`src/sbsh_pkg.sv`:
```
// Shared types and constants for the SHA-256 byte stream hasher.
`timescale 1ns / 1ps

package sbsh_pkg;

    localparam int WORD_W     = 32;
    localparam int BLOCK_BITS = 512;
    localparam int NUM_ROUNDS = 64;

    localparam logic [7:0] PAD_MARK   = 8'h80;
    localparam logic [5:0] LAST_ROUND = 6'd63;
    localparam logic [5:0] LAST_BYTE  = 6'd63;
    localparam logic [2:0] LEN_START  = 3'd7;   // fill position 56 and above, bits [5:3]
    localparam logic [2:0] LAST_INDEX = 3'd7;

    // Eight 32-bit words; element [0] is word 0 (a for the working set).
    typedef logic [7:0][WORD_W-1:0] chain_t;

    localparam chain_t IV_WORDS = {
        32'h5be0cd19, 32'h1f83d9ab, 32'h9b05688c, 32'h510e527f,
        32'ha54ff53a, 32'h3c6ef372, 32'hbb67ae85, 32'h6a09e667
    };

    localparam logic [WORD_W-1:0] ROUND_K [NUM_ROUNDS] = '{
        32'h428a2f98, 32'h71374491, 32'hb5c0fbcf, 32'he9b5dba5,
        32'h3956c25b, 32'h59f111f1, 32'h923f82a4, 32'hab1c5ed5,
        32'hd807aa98, 32'h12835b01, 32'h243185be, 32'h550c7dc3,
        32'h72be5d74, 32'h80deb1fe, 32'h9bdc06a7, 32'hc19bf174,
        32'he49b69c1, 32'hefbe4786, 32'h0fc19dc6, 32'h240ca1cc,
        32'h2de92c6f, 32'h4a7484aa, 32'h5cb0a9dc, 32'h76f988da,
        32'h983e5152, 32'ha831c66d, 32'hb00327c8, 32'hbf597fc7,
        32'hc6e00bf3, 32'hd5a79147, 32'h06ca6351, 32'h14292967,
        32'h27b70a85, 32'h2e1b2138, 32'h4d2c6dfc, 32'h53380d13,
        32'h650a7354, 32'h766a0abb, 32'h81c2c92e, 32'h92722c85,
        32'ha2bfe8a1, 32'ha81a664b, 32'hc24b8b70, 32'hc76c51a3,
        32'hd192e819, 32'hd6990624, 32'hf40e3585, 32'h106aa070,
        32'h19a4c116, 32'h1e376c08, 32'h2748774c, 32'h34b0bcb5,
        32'h391c0cb3, 32'h4ed8aa4a, 32'h5b9cca4f, 32'h682e6ff3,
        32'h748f82ee, 32'h78a5636f, 32'h84c87814, 32'h8cc70208,
        32'h90befffa, 32'ha4506ceb, 32'hbef9a3f7, 32'hc67178f2
    };

    typedef enum logic [2:0] {
        ST_IDLE,
        ST_PAD,
        ST_ROUND,
        ST_FOLD,
        ST_OUT
    } state_t;

    // Sequencer commands to the datapath core.
    typedef struct packed {
        logic       shift_byte;   // push one byte into the block buffer
        logic [7:0] byte_val;
        logic       init_work;    // load working words from the chain
        logic       round;        // run one compression round
        logic [5:0] round_idx;
        logic       fold;         // add working words into the chain
        logic       reset_chain;  // return chain to the initial values
    } core_ctrl_t;

endpackage

```
`src/sbsh_core.sv`:
```
// SHA-256 datapath: block buffer / schedule window, shared round unit, chain words.
`timescale 1ns / 1ps

module sbsh_core (
    input  logic                aclk,
    input  logic                aresetn,
    input  sbsh_pkg::core_ctrl_t ctrl,
    output sbsh_pkg::chain_t    chain_words
);

    logic [sbsh_pkg::BLOCK_BITS-1:0] buf_reg;
    sbsh_pkg::chain_t                work_reg;
    sbsh_pkg::chain_t                work_next;
    sbsh_pkg::chain_t                chain_reg;
    logic [31:0]                     w_new;
    logic [31:0]                     t1;
    logic [31:0]                     t2;

    function automatic logic [31:0] ror(input logic [31:0] x, input int n);
        ror = (x >> n) | (x << (32 - n));
    endfunction

    // Word k of the 16-word window, word 0 in the top bits.
    function automatic logic [31:0] win(input logic [sbsh_pkg::BLOCK_BITS-1:0] b,
                                        input int k);
        win = b[sbsh_pkg::BLOCK_BITS-1-32*k -: 32];
    endfunction

    // Schedule expansion and round function
    always_comb begin
        logic [31:0] x;
        logic [31:0] y;
        logic [31:0] a;
        logic [31:0] e;
        logic [31:0] ch;
        logic [31:0] maj;
        x = win(buf_reg, 1);
        y = win(buf_reg, 14);
        w_new = win(buf_reg, 0) + (ror(x, 7) ^ ror(x, 18) ^ (x >> 3))
              + win(buf_reg, 9) + (ror(y, 17) ^ ror(y, 19) ^ (y >> 10));
        a   = work_reg[0];
        e   = work_reg[4];
        ch  = (e & work_reg[5]) ^ (~e & work_reg[6]);
        maj = (a & work_reg[1]) ^ (a & work_reg[2]) ^ (work_reg[1] & work_reg[2]);
        t1  = work_reg[7] + (ror(e, 6) ^ ror(e, 11) ^ ror(e, 25)) + ch
            + sbsh_pkg::ROUND_K[ctrl.round_idx] + win(buf_reg, 0);
        t2  = (ror(a, 2) ^ ror(a, 13) ^ ror(a, 22)) + maj;
        work_next    = work_reg;
        work_next[7] = work_reg[6];
        work_next[6] = work_reg[5];
        work_next[5] = work_reg[4];
        work_next[4] = work_reg[3] + t1;
        work_next[3] = work_reg[2];
        work_next[2] = work_reg[1];
        work_next[1] = work_reg[0];
        work_next[0] = t1 + t2;
    end

    // Shift bytes in while filling, shift schedule words while compressing
    always_ff @(posedge aclk) begin
        if (ctrl.shift_byte) begin
            buf_reg <= {buf_reg[sbsh_pkg::BLOCK_BITS-9:0], ctrl.byte_val};
        end else if (ctrl.round) begin
            buf_reg <= {buf_reg[sbsh_pkg::BLOCK_BITS-33:0], w_new};
        end
    end

    // Working words
    always_ff @(posedge aclk) begin
        if (ctrl.init_work) begin
            work_reg <= chain_reg;
        end else if (ctrl.round) begin
            work_reg <= work_next;
        end
    end

    // Chain words: fold after each block, restart after the digest leaves
    always_ff @(posedge aclk) begin
        if (!aresetn || ctrl.reset_chain) begin
            chain_reg <= sbsh_pkg::IV_WORDS;
        end else if (ctrl.fold) begin
            for (int i = 0; i < 8; i++) begin
                chain_reg[i] <= chain_reg[i] + work_reg[i];
            end
        end
    end

    assign chain_words = chain_reg;

endmodule

```
`src/sha256_byte_stream_hasher.sv`:
```
// Top level: SHA-256 byte stream hasher with byte fill, padding and round sequencer.
// Each byte is absorbed in ST_IDLE; the byte that completes a block starts 64 rounds and a fold.
// Finish pads one byte per cycle to the block end, then 64 rounds and a fold;
// a second final block adds a full block of pad bytes and another compression.
// The digest leaves as 8 transactions, one per cycle when m_ready is high; s_ready is low meanwhile.
// s_ready stays low while the single shared round unit compresses a block.
// Synchronous active-low reset restores the initial chain words and a zero bit count.
`timescale 1ns / 1ps

module sha256_byte_stream_hasher (
    input  logic        aclk,
    input  logic        aresetn,
    input  logic        s_valid,
    output logic        s_ready,
    input  logic        s_func,
    input  logic [7:0]  s_data_byte,
    output logic        m_valid,
    input  logic        m_ready,
    output logic [31:0] m_digest_word,
    output logic [2:0]  m_word_index,
    output logic        m_last_word
);

    sbsh_pkg::state_t     state_reg;
    sbsh_pkg::state_t     state_next;
    logic [5:0]           fill_reg;
    logic [5:0]           fill_next;
    logic [60:0]          count_reg;    // byte count; bit count is this times 8
    logic [60:0]          count_next;
    logic [5:0]           round_reg;
    logic [5:0]           round_next;
    logic [2:0]           idx_reg;
    logic [2:0]           idx_next;
    logic                 finishing_reg;
    logic                 finishing_next;
    logic                 two_blk_reg;
    logic                 two_blk_next;
    sbsh_pkg::core_ctrl_t ctrl;
    sbsh_pkg::chain_t     chain_words;
    logic [63:0]          len_shift;
    logic [7:0]           pad_byte;

    sbsh_core u_core (
        .aclk        (aclk),
        .aresetn     (aresetn),
        .ctrl        (ctrl),
        .chain_words (chain_words)
    );

    // Pad byte: big-endian length in the last eight slots of the final block, else zero
    always_comb begin
        len_shift = {count_reg, 3'b000} >> {~fill_reg[2:0], 3'b000};
        if (fill_reg[5:3] == sbsh_pkg::LEN_START && !two_blk_reg) begin
            pad_byte = len_shift[7:0];
        end else begin
            pad_byte = 8'h00;
        end
    end

    // State and counters
    always_ff @(posedge aclk) begin
        if (!aresetn) begin
            state_reg     <= sbsh_pkg::ST_IDLE;
            fill_reg      <= '0;
            count_reg     <= '0;
            round_reg     <= '0;
            idx_reg       <= '0;
            finishing_reg <= 1'b0;
            two_blk_reg   <= 1'b0;
        end else begin
            state_reg     <= state_next;
            fill_reg      <= fill_next;
            count_reg     <= count_next;
            round_reg     <= round_next;
            idx_reg       <= idx_next;
            finishing_reg <= finishing_next;
            two_blk_reg   <= two_blk_next;
        end
    end

    // Sequencer
    always_comb begin
        state_next     = state_reg;
        fill_next      = fill_reg;
        count_next     = count_reg;
        round_next     = round_reg;
        idx_next       = idx_reg;
        finishing_next = finishing_reg;
        two_blk_next   = two_blk_reg;
        ctrl           = '0;
        ctrl.round_idx = round_reg;
        s_ready        = 1'b0;
        m_valid        = 1'b0;
        unique case (state_reg)
            sbsh_pkg::ST_IDLE: begin
                s_ready = 1'b1;
                if (s_valid) begin
                    ctrl.shift_byte = 1'b1;
                    fill_next       = fill_reg + 6'd1;
                    if (s_func) begin
                        ctrl.byte_val  = sbsh_pkg::PAD_MARK;
                        finishing_next = 1'b1;
                        two_blk_next   = (fill_reg[5:3] == sbsh_pkg::LEN_START);
                    end else begin
                        ctrl.byte_val = s_data_byte;
                        count_next    = count_reg + 61'd1;
                    end
                    if (fill_reg == sbsh_pkg::LAST_BYTE) begin
                        ctrl.init_work = 1'b1;
                        round_next     = '0;
                        state_next     = sbsh_pkg::ST_ROUND;
                    end else if (s_func) begin
                        state_next = sbsh_pkg::ST_PAD;
                    end
                end
            end
            sbsh_pkg::ST_PAD: begin
                ctrl.shift_byte = 1'b1;
                ctrl.byte_val   = pad_byte;
                fill_next       = fill_reg + 6'd1;
                if (fill_reg == sbsh_pkg::LAST_BYTE) begin
                    ctrl.init_work = 1'b1;
                    round_next     = '0;
                    state_next     = sbsh_pkg::ST_ROUND;
                end
            end
            sbsh_pkg::ST_ROUND: begin
                ctrl.round = 1'b1;
                round_next = round_reg + 6'd1;
                if (round_reg == sbsh_pkg::LAST_ROUND) begin
                    state_next = sbsh_pkg::ST_FOLD;
                end
            end
            sbsh_pkg::ST_FOLD: begin
                ctrl.fold = 1'b1;
                if (!finishing_reg) begin
                    state_next = sbsh_pkg::ST_IDLE;
                end else if (two_blk_reg) begin
                    two_blk_next = 1'b0;
                    state_next   = sbsh_pkg::ST_PAD;
                end else begin
                    idx_next   = '0;
                    state_next = sbsh_pkg::ST_OUT;
                end
            end
            sbsh_pkg::ST_OUT: begin
                m_valid = 1'b1;
                if (m_ready) begin
                    idx_next = idx_reg + 3'd1;
                    if (idx_reg == sbsh_pkg::LAST_INDEX) begin
                        ctrl.reset_chain = 1'b1;
                        count_next       = '0;
                        finishing_next   = 1'b0;
                        state_next       = sbsh_pkg::ST_IDLE;
                    end
                end
            end
            default: begin
                state_next = sbsh_pkg::ST_IDLE;
            end
        endcase
    end

    // Digest word straight from the chain registers
    assign m_digest_word = chain_words[idx_reg];
    assign m_word_index  = idx_reg;
    assign m_last_word   = (idx_reg == sbsh_pkg::LAST_INDEX);

`ifndef ASSERT_OFF
    a_no_overlap: assert property (@(posedge aclk) disable iff (!aresetn)
        m_valid |-> !s_ready)
        else $error("input accepted while digest is pending");

    a_back_to_idle: assert property (@(posedge aclk) disable iff (!aresetn)
        m_valid && m_ready && m_last_word |=> s_ready && fill_reg == 6'd0)
        else $error("hasher not idle after last digest word");

    a_round_start: assert property (@(posedge aclk) disable iff (!aresetn)
        s_valid && s_ready && fill_reg == sbsh_pkg::LAST_BYTE
        |=> state_reg == sbsh_pkg::ST_ROUND && round_reg == 6'd0)
        else $error("full block did not start compression at round zero");

    a_fold_after_rounds: assert property (@(posedge aclk) disable iff (!aresetn)
        state_reg == sbsh_pkg::ST_FOLD |-> $past(round_reg) == sbsh_pkg::LAST_ROUND)
        else $error("fold reached before the last round");
`endif

endmodule
```
`config.mk`:
```
export PLATFORM = sky130hd
export DESIGN_NAME = sha256_byte_stream_hasher
export DESIGN_NICKNAME = d
export VERILOG_FILES = /design/src/sbsh_pkg.sv /design/src/sbsh_core.sv /design/src/sha256_byte_stream_hasher.sv
export SDC_FILE = /design/constraint.sdc
export NUM_CORES = 2
export LEC_CHECK = 0
export BUFFER_PORTS_ARGS = -buffer_cell sky130_fd_sc_hd__buf_2
export CORE_MARGIN = 2
export CORE_UTILIZATION = 43
export CTS_CLUSTER_DIAMETER = 100
export CTS_CLUSTER_SIZE = 40
export DETAILED_ROUTE_END_ITERATION = 16
export PLACE_DENSITY = 0.63
export SYNTH_ARGS = -nofsm -noshare
export SYNTH_HDL_FRONTEND = slang
export SYNTH_SLANG_ARGS = --single-unit
```
`constraint.sdc`:
```
create_clock -name aclk -period 18.6 [get_ports aclk]
set_input_delay 0 -clock aclk [delete_from_list [all_inputs] [get_ports aclk]]
set_output_delay 0 -clock aclk [all_outputs]
set_load 0.02 [all_outputs]
```
==> flow_metrics.py <==
metrics = {
    "worst_setup_path": {
        "critPathSlowestCell": "ha_1",
        "cpMostUsedCell": "nor2_1",
        "cp-end-kind": "flip-flop",
        "r2r-end": "u_core.work_next[63]",
        "r2r_start": "round_reg[0]",
        "reg2reg_slack_ns": 8.45,
        "crit_required_ns": 19.05,
        "cpPeakStageDelay_ns": 0.68,
        "cp.arrival_ns": 10.59,
        "path_class": "reg2reg",
        "reg2reg_depth": 40,
        "cp_max_fo": 30,
        "startpoint_type": "flip-flop",
    },
    "grt": {
        "grt_pass1_vias": 56589,
        "antenna_found_initial": 5,
        "grt_max_degree": 217,
        "track_usage": 0.255,
        "grt_pass1_wl_mm": 346,
        "overflow": 0,
    },
    "detailed_routing": {
        "routed-via-count": 59099,
        "drt_iter0_drc": 5979,
        "viasPerCell": 5.72,
        "ant_nets": 0,
        "wl_per_cell_um": 22.1,
        "totalWireLength_mm": 228,
        "drt_pass1_iterations": 6,
        "drc": 0,
    },
    "timing": {
        "worst_pin_slew_ns": 1.32,
        "period_share": 0.545,
        "clock_skew_ns": 0.125,
        "fmax_mhz": 98.6,
        "rsz0062_at_grt": "false",
        "finalSetupViolations": 0,
        "finalHoldViolations": 0,
        "fin_tns_setup_ns": 0,
        "relSlewSlack": 0.112,
        "slew_viol_final": 0,
        "finalCriticalPeriod_ns": 10.15,
    },
    "yosys": {
        "ys_types": 108,
        "syn-instance-count": 8276,
        "syn_area_um2": 74100,
        "yosysSeqAreaShare": 0.402,
        "ys.flop_type": "edfxtp_1",
        "synthesis.nets": 8881,
        "ys_ff_latch": 1105,
        "synth_area_per_cell_um2": 8.96,
        "async_flop_share": 0,
        "ys_warn_count": 0,
        "synth-edff-count": 768,
    },
    "finish": {
        "nNetsFinal": 8600,
        "final_cell_mix": "nand2_1 (2506), edfxtp_1 (768), a21oi_1 (507), xnor2_1 (417), ha_1 (397)",
        "drive_gt1_frac": 0.0511,
        "final_common_cell": "nand2_1",
        "area_growth_pct": 5.43,
        "largest_reg_flops": 512,
    },
    "hold_path": {
        "hold_path_end": "m_word_index[0]",
        "hold_depth": 5,
        "hold_path_class": "in2reg",
        "worstHoldStart": "m_ready",
    },
    "clock_tree": {
        "htree_levels": 2,
        "cts.sinks": 1105,
        "clock_latency_ns": 0.75,
        "cts.repair.resized": 0,
        "clk_pin_slew_ns": 0.14,
        "root_buffer": "clkbuf_16",
        "cts_tree": "done",
        "cts-buffers-inserted": 46,
        "clock_path_buffers": 3,
    },
    "floorplan": {
        "core_area_um2": 171000,
        "ios": 51,
        "core.rowCount": 152,
        "initial_utilization": 0.433,
        "die_h_um": 419,
        "dieArea_um2": 176000,
        "die_x_um": 419,
    },
    "outcome": {
        "status": "finished clean",
    },
    "place": {
        "dp_hpwl_mm": 169,
        "port_buffers": 50,
        "gp_congestion": 0.953,
    },
    "run": {
        "maxCapViolCount": 0,
    },
}
==> area by class of cell <==
class / count / area, µm²
fill: 16435 / 93200
clock inverter: 32 / 613
clock buffer: 47 / 1150
sequential: 1105 / 29800
antenna: 4 / 10.0
tap: 2310 / 2890
multi-input combinational: 6423 / 41600
timing repair buffer: 146 / 1070
inverter: 273 / 1030
==> Yosys cell counts (16+ instances only) <==
library cell,number,share of area
a31oi_1,37,0.0031
fa_1,195,0.053
edfxtp_1,768,0.31
o21ai_0,368,0.025
nand2_1,2507,0.13
a21o_1,167,0.017
ha_1,397,0.067
nand2b_1,56,0.0047
nand4_1,28,0.0024
xnor2_1,417,0.049
dfxtp_1,337,0.091
mux4_2,84,0.026
xor2_1,185,0.022
nand3_1,112,0.0076
maj3_1,22,0.0030
buf_1,44,0.0022
o21ai_1,21,0.0014
and2_1,27,0.0023
o211ai_1,93,0.0094
mux2i_1,32,0.0043
or3_1,60,0.0051
a211oi_1,64,0.0065
and3_1,45,0.0038
mux2_2,54,0.0082
clkbuf_1,428,0.022
a21boi_0,16,0.0016
a21oi_1,507,0.034
nor3_1,93,0.0063
o21a_1,49,0.0050
o311ai_0,20,0.0024
o31ai_1,29,0.0029
inv_1,271,0.014
o21bai_1,59,0.0060
nor2_1,352,0.018
nor2b_1,57,0.0048
==> critical path, delay by kind of cell (launching register included) <==
kind                     cells  cell delay [ns]
flip-flops                   1             0.33
AND/OR/NAND/NOR              8             1.18
XOR/XNOR                     2             0.47
adder cells (fa/ha/maj)      7             3.26
buffers and inverters        5             1.07
AO/OA/AOI/OAI               18             3.60
==> worst max-delay path by stage <==
stage / from / to / slack (ns) / cells after the start
after floorplan: state_reg[0] / u_core.buf_reg[0] / 5.28 / 5
after global placement: round_reg[0] / u_core.work_next[63] / 8.49 / 40
after detailed placement: round_reg[0] / u_core.work_next[63] / 8.52 / 40
after CTS: round_reg[0] / u_core.work_next[63] / 8.53 / 40
after global routing: round_reg[0] / u_core.work_next[63] / 7.88 / 40
final: round_reg[0] / u_core.work_next[63] / 8.45 / 40
==> what timing repair did <==
action                                 4_1_cts  5_1_grt
setup buffers                                0        0
endpoints found under the hold margin       32        0
hold buffers                                23        0
==> stage by stage <==
| step | utilization | instance area, µm² | std cells | hold WS (ns) | worst slack [ns] |
|---|---|---|---|---|---|
| 2_1_floorplan | - | 74100 | 8276 | 0.156 | 5.28 |
| 3_3_place_gp | 0.444 | 76100 | 10234 | 0.337 | 8.49 |
| 3_5_place_dp | 0.444 | 76100 | 10234 | 0.332 | 8.52 |
| 4_1_cts | 0.456 | 78100 | 10336 | 0.268 | 8.53 |
| 5_1_grt | 0.456 | 78100 | 10336 | 0.346 | 7.88 |
| 6_report | 0.456 | 78100 | 10340 | 0.327 | 8.45 |
==> layer usage <==
metal,global-route usage,vias up,part of all wire
met3,0.0259,402,0.058
met1,0.346,28880,0.43
met2,0.414,1908,0.46
met5,0,-,0.00012
met4,0.108,4,0.049
li1,-,27905,-
==> logic make-up (layout without fill, tap and decap cells) <==
| family | count (synthesis) | count (layout) | share of synthesized area |
|---|---|---|---|
| compound gates | 1608 | 1608 | 0.137 |
| xor+xnor | 602 | 602 | 0.0711 |
| fa+ha+maj | 614 | 614 | 0.123 |
| buf+inv | 748 | 498 | 0.0380 |
| flops | 1105 | 1105 | 0.402 |
| mux | 170 | 170 | 0.0380 |
| other cells | 0 | 4 | 0 |
| simple gates | 3429 | 3429 | 0.191 |
Power is not shown: default switching activity piles up to over one toggle a cycle in this logic, so the estimate is an artifact.
